$ cat src/rtl/bsim_pkg.sv
// ----------------------------------------------------------------------------
// bsim_pkg: shared types and codes of the bank switch / IRQ counter mapper
// Request and result payload structs, command codes, address page codes
// and bank select codes.
// ----------------------------------------------------------------------------
package bsim_pkg;

    localparam int unsigned CNT_W  = 16;
    localparam int unsigned BANK_W = 4;
    localparam int unsigned NIB_W  = 4;

    localparam logic [CNT_W-1:0] CNT_MAX = 16'hFFFF;

    // Command codes
    localparam logic CMD_WRITE = 1'b0;
    localparam logic CMD_TICK  = 1'b1;

    // Address pages, decoded from cpu_address[15:12]
    localparam logic [3:0] PAGE_CNT_NIB0 = 4'h8;
    localparam logic [3:0] PAGE_CNT_NIB1 = 4'h9;
    localparam logic [3:0] PAGE_CNT_NIB2 = 4'hA;
    localparam logic [3:0] PAGE_CNT_NIB3 = 4'hB;
    localparam logic [3:0] PAGE_IRQ_CTRL = 4'hC;
    localparam logic [3:0] PAGE_SELECT   = 4'hE;
    localparam logic [3:0] PAGE_BANK     = 4'hF;

    // Bank select codes, from select_byte[3:0]
    localparam logic [3:0] SEL_PRG0 = 4'd1;
    localparam logic [3:0] SEL_PRG1 = 4'd2;
    localparam logic [3:0] SEL_PRG2 = 4'd3;
    localparam logic [3:0] SEL_WRAM = 4'd4;

    typedef struct packed {
        logic        command;
        logic [15:0] cpu_address;
        logic [7:0]  write_byte;
    } req_item_t;

    typedef struct packed {
        logic [BANK_W-1:0] prg_bank_slot0;
        logic [BANK_W-1:0] prg_bank_slot1;
        logic [BANK_W-1:0] prg_bank_slot2;
        logic [BANK_W-1:0] wram_bank;
        logic              irq_line;
        logic [CNT_W-1:0]  counter_value;
    } rsp_item_t;

endpackage

$ cat src/rtl/bsim_if.sv
// ----------------------------------------------------------------------------
// bsim_if: request and result channels of the mapper
// Valid/ready channels carrying the request fields and the result fields.
// ----------------------------------------------------------------------------
interface bsim_req_if;
    logic        valid;
    logic        ready;
    logic        command;
    logic [15:0] cpu_address;
    logic [7:0]  write_byte;

    modport source (output valid, output command, output cpu_address,
                    output write_byte, input ready);
    modport sink   (input valid, input command, input cpu_address,
                    input write_byte, output ready);
endinterface

interface bsim_rsp_if;
    logic        valid;
    logic        ready;
    logic [3:0]  prg_bank_slot0;
    logic [3:0]  prg_bank_slot1;
    logic [3:0]  prg_bank_slot2;
    logic [3:0]  wram_bank;
    logic        irq_line;
    logic [15:0] counter_value;

    modport source (output valid, output prg_bank_slot0, output prg_bank_slot1,
                    output prg_bank_slot2, output wram_bank, output irq_line,
                    output counter_value, input ready);
    modport sink   (input valid, input prg_bank_slot0, input prg_bank_slot1,
                    input prg_bank_slot2, input wram_bank, input irq_line,
                    input counter_value, output ready);
endinterface

$ cat src/rtl/bank_switch_irq_counter_mapper_top.sv
// ----------------------------------------------------------------------------
// bank_switch_irq_counter_mapper_top: bank switching mapper with cycle IRQ
// Takes CPU writes and CPU-cycle ticks, returns bank and IRQ state per request.
// ----------------------------------------------------------------------------
// Result path: an accepted request is held in the input register, then in
//   the result register; the state update between the two registers is a
//   single pass of nibble muxing and one 16-bit increment.
// Throughput: 1 request per cycle unless the result channel stalls.
// Reset: rst_n clears all mapper state, banks included, and empties both stages.
module bank_switch_irq_counter_mapper_top (
    input  logic              clk,
    input  logic              rst_n,
    bsim_req_if.sink          req,
    bsim_rsp_if.source        rsp
);

    // Input stage: holds one accepted request until it can be applied.
    bsim_pkg::req_item_t req_reg;
    logic                req_valid_reg;

    // Result stage: holds the state view after the last applied request.
    bsim_pkg::rsp_item_t rsp_reg;
    logic                rsp_valid_reg;

    bsim_pkg::rsp_item_t core_result;
    logic                advance;

    // Apply the held request when the result register is free or draining.
    assign advance   = req_valid_reg && (!rsp_valid_reg || rsp.ready);
    // Take a new request whenever the input stage empties this cycle.
    assign req.ready = !req_valid_reg || advance;

    always_ff @(posedge clk or negedge rst_n)
    begin
        if (!rst_n)
        begin
            req_valid_reg <= 1'b0;
        end
        else if (req.ready)
        begin
            req_valid_reg <= req.valid;
        end
    end

    // Payload: capture on acceptance only, no reset needed.
    always_ff @(posedge clk)
    begin
        if (req.valid && req.ready)
        begin
            req_reg.command     <= req.command;
            req_reg.cpu_address <= req.cpu_address;
            req_reg.write_byte  <= req.write_byte;
        end
    end

    bsim_core u_core (
        .clk     (clk),
        .rst_n   (rst_n),
        .advance (advance),
        .item    (req_reg),
        .result  (core_result)
    );

    always_ff @(posedge clk or negedge rst_n)
    begin
        if (!rst_n)
        begin
            rsp_valid_reg <= 1'b0;
        end
        else if (advance)
        begin
            rsp_valid_reg <= 1'b1;
        end
        else if (rsp.ready)
        begin
            rsp_valid_reg <= 1'b0;
        end
    end

    // Load a fresh result on every applied request; hold it while stalled.
    always_ff @(posedge clk)
    begin
        if (advance)
        begin
            rsp_reg <= core_result;
        end
    end

    assign rsp.valid          = rsp_valid_reg;
    assign rsp.prg_bank_slot0 = rsp_reg.prg_bank_slot0;
    assign rsp.prg_bank_slot1 = rsp_reg.prg_bank_slot1;
    assign rsp.prg_bank_slot2 = rsp_reg.prg_bank_slot2;
    assign rsp.wram_bank      = rsp_reg.wram_bank;
    assign rsp.irq_line       = rsp_reg.irq_line;
    assign rsp.counter_value  = rsp_reg.counter_value;

endmodule

$ cat src/rtl/bsim_core.sv
// ----------------------------------------------------------------------------
// bsim_core: mapper state and its update
// Holds counter, enable, pending IRQ, select and bank registers; computes
// the state after one request and presents it as the result.
// ----------------------------------------------------------------------------
module bsim_core (
    input  logic                 clk,
    input  logic                 rst_n,
    input  logic                 advance,
    input  bsim_pkg::req_item_t  item,
    output bsim_pkg::rsp_item_t  result
);

    logic [bsim_pkg::CNT_W-1:0]  cnt_reg,   cnt_next;
    logic                        en_reg,    en_next;
    logic                        pend_reg,  pend_next;
    logic [7:0]                  sel_reg,   sel_next;
    logic [bsim_pkg::BANK_W-1:0] prg0_reg,  prg0_next;
    logic [bsim_pkg::BANK_W-1:0] prg1_reg,  prg1_next;
    logic [bsim_pkg::BANK_W-1:0] prg2_reg,  prg2_next;
    logic [bsim_pkg::BANK_W-1:0] wram_reg,  wram_next;

    logic [bsim_pkg::NIB_W-1:0]  nib;
    logic [3:0]                  page;

    assign nib  = item.write_byte[3:0];
    assign page = item.cpu_address[15:12];

    always_comb
    begin
        cnt_next  = cnt_reg;
        en_next   = en_reg;
        pend_next = pend_reg;
        sel_next  = sel_reg;
        prg0_next = prg0_reg;
        prg1_next = prg1_reg;
        prg2_next = prg2_reg;
        wram_next = wram_reg;
        if (item.command == bsim_pkg::CMD_TICK)
        begin
            if (en_reg)
            begin
                if (cnt_reg == bsim_pkg::CNT_MAX)
                begin
                    en_next   = 1'b0;
                    cnt_next  = '0;
                    pend_next = 1'b1;
                end
                else
                begin
                    cnt_next = cnt_reg + 16'd1;
                end
            end
        end
        else
        begin
            case (page)
                bsim_pkg::PAGE_CNT_NIB0: cnt_next[3:0]   = nib;
                bsim_pkg::PAGE_CNT_NIB1: cnt_next[7:4]   = nib;
                bsim_pkg::PAGE_CNT_NIB2: cnt_next[11:8]  = nib;
                bsim_pkg::PAGE_CNT_NIB3: cnt_next[15:12] = nib;
                bsim_pkg::PAGE_IRQ_CTRL:
                begin
                    en_next   = (nib != '0);
                    pend_next = 1'b0;
                end
                bsim_pkg::PAGE_SELECT: sel_next = item.write_byte;
                bsim_pkg::PAGE_BANK:
                begin
                    case (sel_reg[3:0])
                        bsim_pkg::SEL_PRG0: prg0_next = nib;
                        bsim_pkg::SEL_PRG1: prg1_next = nib;
                        bsim_pkg::SEL_PRG2: prg2_next = nib;
                        bsim_pkg::SEL_WRAM: wram_next = nib;
                        default: ;
                    endcase
                end
                default: ;
            endcase
        end
    end

    always_ff @(posedge clk or negedge rst_n)
    begin
        if (!rst_n)
        begin
            cnt_reg  <= '0;
            en_reg   <= 1'b0;
            pend_reg <= 1'b0;
            sel_reg  <= '0;
            prg0_reg <= '0;
            prg1_reg <= '0;
            prg2_reg <= '0;
            wram_reg <= '0;
        end
        else if (advance)
        begin
            cnt_reg  <= cnt_next;
            en_reg   <= en_next;
            pend_reg <= pend_next;
            sel_reg  <= sel_next;
            prg0_reg <= prg0_next;
            prg1_reg <= prg1_next;
            prg2_reg <= prg2_next;
            wram_reg <= wram_next;
        end
    end

    always_comb
    begin
        result.prg_bank_slot0 = prg0_next;
        result.prg_bank_slot1 = prg1_next;
        result.prg_bank_slot2 = prg2_next;
        result.wram_bank      = wram_next;
        result.irq_line       = pend_next;
        result.counter_value  = cnt_next;
    end

endmodule

$ cat src/flat_wrapper.sv
// flat-port wrapper written by rule: the top's interface ports become plain ports
module bank_switch_irq_counter_mapper_top_flat 
  (clk, rst_n, req_valid, req_command, req_cpu_address, req_write_byte, req_ready, rsp_valid, rsp_prg_bank_slot0, rsp_prg_bank_slot1, rsp_prg_bank_slot2, rsp_wram_bank, rsp_irq_line, rsp_counter_value, rsp_ready);
  bsim_req_if req_i ();
  bsim_rsp_if rsp_i ();
  input  logic clk;
  input  logic rst_n;
  input wire logic [$bits(req_i.valid)-1:0] req_valid;
  input wire logic [$bits(req_i.command)-1:0] req_command;
  input wire logic [$bits(req_i.cpu_address)-1:0] req_cpu_address;
  input wire logic [$bits(req_i.write_byte)-1:0] req_write_byte;
  output wire logic [$bits(req_i.ready)-1:0] req_ready;
  output wire logic [$bits(rsp_i.valid)-1:0] rsp_valid;
  output wire logic [$bits(rsp_i.prg_bank_slot0)-1:0] rsp_prg_bank_slot0;
  output wire logic [$bits(rsp_i.prg_bank_slot1)-1:0] rsp_prg_bank_slot1;
  output wire logic [$bits(rsp_i.prg_bank_slot2)-1:0] rsp_prg_bank_slot2;
  output wire logic [$bits(rsp_i.wram_bank)-1:0] rsp_wram_bank;
  output wire logic [$bits(rsp_i.irq_line)-1:0] rsp_irq_line;
  output wire logic [$bits(rsp_i.counter_value)-1:0] rsp_counter_value;
  input wire logic [$bits(rsp_i.ready)-1:0] rsp_ready;
  assign req_i.valid = req_valid;
  assign req_i.command = req_command;
  assign req_i.cpu_address = req_cpu_address;
  assign req_i.write_byte = req_write_byte;
  assign req_ready = req_i.ready;
  assign rsp_valid = rsp_i.valid;
  assign rsp_prg_bank_slot0 = rsp_i.prg_bank_slot0;
  assign rsp_prg_bank_slot1 = rsp_i.prg_bank_slot1;
  assign rsp_prg_bank_slot2 = rsp_i.prg_bank_slot2;
  assign rsp_wram_bank = rsp_i.wram_bank;
  assign rsp_irq_line = rsp_i.irq_line;
  assign rsp_counter_value = rsp_i.counter_value;
  assign rsp_i.ready = rsp_ready;
  bank_switch_irq_counter_mapper_top u_core (.clk(clk), .rst_n(rst_n), .req(req_i), .rsp(rsp_i));
endmodule
$ cat config.mk
export PLATFORM = sky130hd
export DESIGN_NAME = bank_switch_irq_counter_mapper_top_flat
export DESIGN_NICKNAME = d
export VERILOG_FILES = /design/src/rtl/bsim_pkg.sv /design/src/rtl/bsim_if.sv /design/src/rtl/bank_switch_irq_counter_mapper_top.sv /design/src/rtl/bsim_core.sv /design/src/flat_wrapper.sv
export SDC_FILE = /design/constraint.sdc
export NUM_CORES = 1
export LEC_CHECK = 0
export BUFFER_PORTS_ARGS = -buffer_cell sky130_fd_sc_hd__buf_2
export CAP_MARGIN = 20
export CORE_MARGIN = 2
export CORE_UTILIZATION = 55
export CTS_BUF_LIST = sky130_fd_sc_hd__clkbuf_8
export DETAILED_ROUTE_END_ITERATION = 8
export GPL_ROUTABILITY_DRIVEN = 0
export PLACE_DENSITY = 0.84
export SLEW_MARGIN = 0
export SYNTH_ARGS = -nofsm -noshare
export SYNTH_HDL_FRONTEND = slang
export SYNTH_SLANG_ARGS = --single-unit
$ cat constraint.sdc
create_clock -name clk -period 5.65 [get_ports clk]
set_input_delay 1.13 -clock clk [delete_from_list [all_inputs] [get_ports clk]]
set_output_delay 1.13 -clock clk [all_outputs]
set_load 0.01 [all_outputs]
Word-level counts from Yosys, hierarchy flattened. Index checks and enable logic that the tools add are counted. W data, S select, Z words.

Add/subtract/negate cells: 1. Eq/ne operators: 12. Mux-type cells: 29. Bitwise operators: 1. Reduce and logical (&&, ||, !) cells: 11.

Operators with widths (count): $mux W4 (16); $mux W16 (3); $eq A4 B4 Y1 const B (7); $add A16 B1 Y16 const B (1); $eq A16 B16 Y1 const B (1); $mux W1 (10); $eq A4 B2 Y1 const B (2); $eq A4 B1 Y1 const B (1); $eq A4 B3 Y1 const B (1); $reduce_bool A2 Y1 (2); $reduce_bool A4 Y1 (1); $reduce_and A3 Y1 (1); $logic_and A1 B1 Y1 (2); $logic_not A1 Y1 (2); $logic_or A1 B1 Y1 (2); $reduce_and A2 Y1 (1); $not A1 Y1 (1).

Register bits: 94. Output and inout port bits: 35. Logic and storage cells: 73.

Longest topological paths before layout.
Depth in word-level cells: 5. Depth in mapped cells: 8.

Modules after synthesis. Synthesis repeated with hierarchy kept, for this count alone.

Cell total of the unflattened synthesis: 358. Area total of the unflattened synthesis: 4657.0 sq um.

By module, submodules not included: bsim_core (times used 1, cells an instance 292, area each 2811.4 sq um, sequential area each 950.9 sq um); bank_switch_irq_counter_mapper_top (times used 1, cells an instance 66, area each 1845.5 sq um, sequential area each 1791.7 sq um).

Worst setup path after synthesis. Ideal clock, no wire load.

Kind: input to register. Start point: input rsp_ready. End point: register u_core.u_core.cnt_reg[1] (netlist bit). Setup time: 126 ps. Arrival: 3028 ps. Path slack: 2496 ps. Cell stages on the path: 5. Path through: nand2b_1 > nand2_1 > inv_1 > buf_1 > mux2_2.

Cells in the longest elaborated chain, start to end: 2.

Ends and longest elaborated chain: from (decl) (line flat_wrapper.sv:20) `input wire logic [$bits(rsp_i.ready)-1:0] rsp_ready;`; $logic_or A1 B1 Y1 (line bank_switch_irq_counter_mapper_top.sv:29) `assign advance = req_valid_reg && (!rsp_valid_reg || rsp.ready);`; $logic_and A1 B1 Y1 (line bank_switch_irq_counter_mapper_top.sv:29); via u_core.advance (line bank_switch_irq_counter_mapper_top.sv:26) `logic advance;`; to (signal assigned) (line bsim_core.sv:98) `cnt_reg <= cnt_next;`; to (decl) (line bsim_core.sv:14) `logic [bsim_pkg::CNT_W-1:0] cnt_reg, cnt_next;`.

The timed path passes the listed nets, and every way through them passes these cells. A chain may end at the register's enable or synchronous reset.

Worst setup path in the final report.
Start point: input rsp_ready. End point: register u_core.u_core.cnt_reg[14] (netlist bit).

Cells in the longest elaborated chain, start to end: 2.

Ends and longest elaborated chain (line): $logic_or A1 B1 Y1 (bank_switch_irq_counter_mapper_top.sv:29); $logic_and A1 B1 Y1 (bank_switch_irq_counter_mapper_top.sv:29).

No other way between the ends.

==> impl_metrics.py <==
metrics = {
    "outcome": {
        "outcome": "completed",
    },
    "worst_setup_path": {
        "arrival_ns": 2.93,
        "worst-path-max-fanout": 32,
        "crit_start": "rsp_ready",
        "slowest_stage": "buf_4",
        "cp_slowest_stage_delay_ns": 0.34,
        "cp-end-kind": "flip-flop",
        "cp.required_ns": 5.87,
        "cp_top_family": "buffers and inverters",
        "critPathKind": "in2reg",
        "start_kind": "input pin",
        "crit_chain": "buf_2, nand2b_1, nand2_1, buf_4, inv_1, buf_16, and3_1, a22oi_1, o311ai_0",
        "r2r-start": "u_core.req_reg[24]",
        "path_buf_inv": 4,
    },
    "clock_network": {
        "postCtsResizedCells": 0,
        "clock_latency_ns": 0.36,
        "tritoncts": "built",
        "htreeDepth": 3,
        "cts_buffers": 9,
        "path_clk_slew_ns": 0.08,
        "cts_buffer_depth": 2,
        "hold_buffers": 0,
        "cts_setup_buffers": 0,
        "root_buffer": "clkbuf_8",
        "clock_sinks": 82,
    },
    "placement": {
        "port_buffers": 47,
        "dp_hpwl_um": 5630,
    },
    "yosys": {
        "async_flop_share": 0.488,
        "synth_cells": 375,
        "yosys_warnings": 0,
        "syn-num-nets": 405,
        "yosys.cell_types.count": 60,
        "synth-seq-cells": 82,
        "synth_top_area_cell": "edfxtp_1",
        "yosysSeqAreaShare": 0.539,
        "synth_enable_flop_cells": 42,
        "avgSynthCellArea_sq_um": 11.2,
        "syn_area_sq_um": 4200,
        "synth_top_cell_area_share": 0.301,
        "synth_flop_cell": "edfxtp_1",
        "yosys-top-cells-area": "edfxtp_1 30%, dfrtp_1 24%, mux2_2 9.9%",
    },
    "die": {
        "coreArea_sq_um": 7330,
        "die_width_um": 91.4,
        "dieArea_sq_um": 8340,
        "pin_count": 64,
        "fp-row-count": 31,
        "start_util": 0.572,
        "die_height_um": 91.4,
    },
    "power": {
        "peakVddDrop_mv": 0.183,
        "power.density_nw_per_um2": 332,
        "total_power_uw": 1550,
        "leakage_uw": 0.00190,
    },
    "timing": {
        "hold_ws_ns": 0.499,
        "period_minus_slack_ns": 2.71,
        "rsz0062_at_grt": "false",
        "finalHoldViolCount": 0,
        "slew_headroom": 0.276,
        "slew_violations": 0,
        "worst_slew_pin_slew_ns": 1.09,
        "fmax_mhz": 369,
        "final.setup.tns_ns": 0,
        "timing.final.crit_share": 0.479,
        "setup_viol": 0,
        "skew_ns": 0.0105,
    },
    "cells_and_area": {
        "n_antenna_cell": 0,
        "fin_nets": 440,
        "final_common_cell": "buf_2",
        "synthToLayoutAreaGrowth_pct": 11.2,
        "final_cell_mix": "47 x buf_2, 42 x edfxtp_1, 40 x dfrtp_1, 37 x mux2_2, 32 x nand2_1",
        "fill_cells": 561,
        "fin_util": 0.636,
        "drive_gt1_frac": 0.275,
    },
    "global_route": {
        "antenna_found_initial": 0,
        "grt_first_pass_wirelength_um": 14600,
        "grt.overflow.total": 0,
        "grt_start_max_net_pins": 41,
        "first_global_vias": 2991,
        "track_usage": 0.222,
    },
    "worst_hold_path": {
        "hp-class": "reg2reg",
        "hp-start": "u_core.req_valid_reg",
    },
    "route": {
        "wl_um": 8750,
        "dr.first_iter.drc_count": 258,
        "vias": 3135,
        "ant_nets": 0,
        "firstDrtPassIters": 5,
        "routedWlPerCell_um": 17.0,
        "route.detailed.drc": 0,
        "drt-vias-per-instance": 6.10,
    },
    "flow_run": {
        "drv_cap": 0,
    },
}
## final cells by class
class / instances / area [sq um] / share of cell area
tap: 99 / 124 / 0.0266
clock inverter: 7 / 63.8 / 0.0137
multi-input combinational: 258 / 1780 / 0.381
clock buffer: 9 / 124 / 0.0266
sequential: 82 / 2260 / 0.485
timing repair buffer: 50 / 278 / 0.0595
inverter: 9 / 33.8 / 0.00724
## where the power goes
| group | internal [uW] | switching [uW] |
|---|---|---|
| Sequential | 721 | 110 |
| Combinational | 138 | 169 |
| Clock | 201 | 211 |
| Total | 1060 | 490 |
## routing by layer
layer	up-vias	GRT usage	wire length (um)
li1	1466	-	-
met3	18	0.0423	497
met2	115	0.349	4280
met1	1536	0.295	3760
met4	0	0.112	206
met5	-	0	0
## stage by stage
| stage | worst slack, ns | cells | area (sq um) |
|---|---|---|---|
| after CTS | 2.59 | 513 | 4640 |
| final | 2.94 | 514 | 4660 |
| after floorplan | 2.50 | 375 | 4200 |
| after detailed placement | 2.23 | 497 | 4450 |
| after global placement | 2.30 | 497 | 4450 |
| after global routing | 2.83 | 514 | 4660 |
## Yosys cell counts (5+ instances only)
| library cell | count |
|---|---|
| a21oi_1 | 19 |
| a22oi_1 | 8 |
| a31oi_1 | 5 |
| buf_4 | 5 |
| clkbuf_1 | 13 |
| dfrtp_1 | 40 |
| edfxtp_1 | 42 |
| inv_1 | 9 |
| mux2_2 | 37 |
| mux2i_1 | 7 |
| nand2_1 | 32 |
| nand3_1 | 17 |
| nor2_1 | 19 |
| nor3_1 | 14 |
| o21ai_0 | 18 |
| o22ai_1 | 7 |
## worst reg2reg max path, stage by stage, from the launching register on
cell      delay (ns)
edfxtp_1        0.83
nand3b_1        0.37
or3_1           0.45
nor2b_1         0.37
mux2_2          0.39
## path summary, 6_finish.rpt
check                                          endpoint  slack [ns]  cells after the start
max reg2reg                u_core.rsp.prg_bank_slot0[3]        3.01                      4
max in group asynchronous      u_core.u_core.cnt_reg[2]        4.17                      1
min                                    u_core.rsp.valid        0.50                      1
min reg2reg                            u_core.rsp.valid        0.50                      1
max                           u_core.u_core.cnt_reg[14]        2.94                      9
min in group asynchronous     u_core.u_core.cnt_reg[15]        0.89                      1
## kinds of logic after synthesis
logic type	after synthesis	synth area share
multiplexers	44	0.116
buffers and inverters	35	0.0370
flip-flops	82	0.539
adder cells (fa/ha/maj)	1	0.00298
AND/OR/NAND/NOR	128	0.173
AO/OA/AOI/OAI	79	0.119
XOR/XNOR	6	0.0125
No activity file was read; power rests on OpenSTA's default activity.
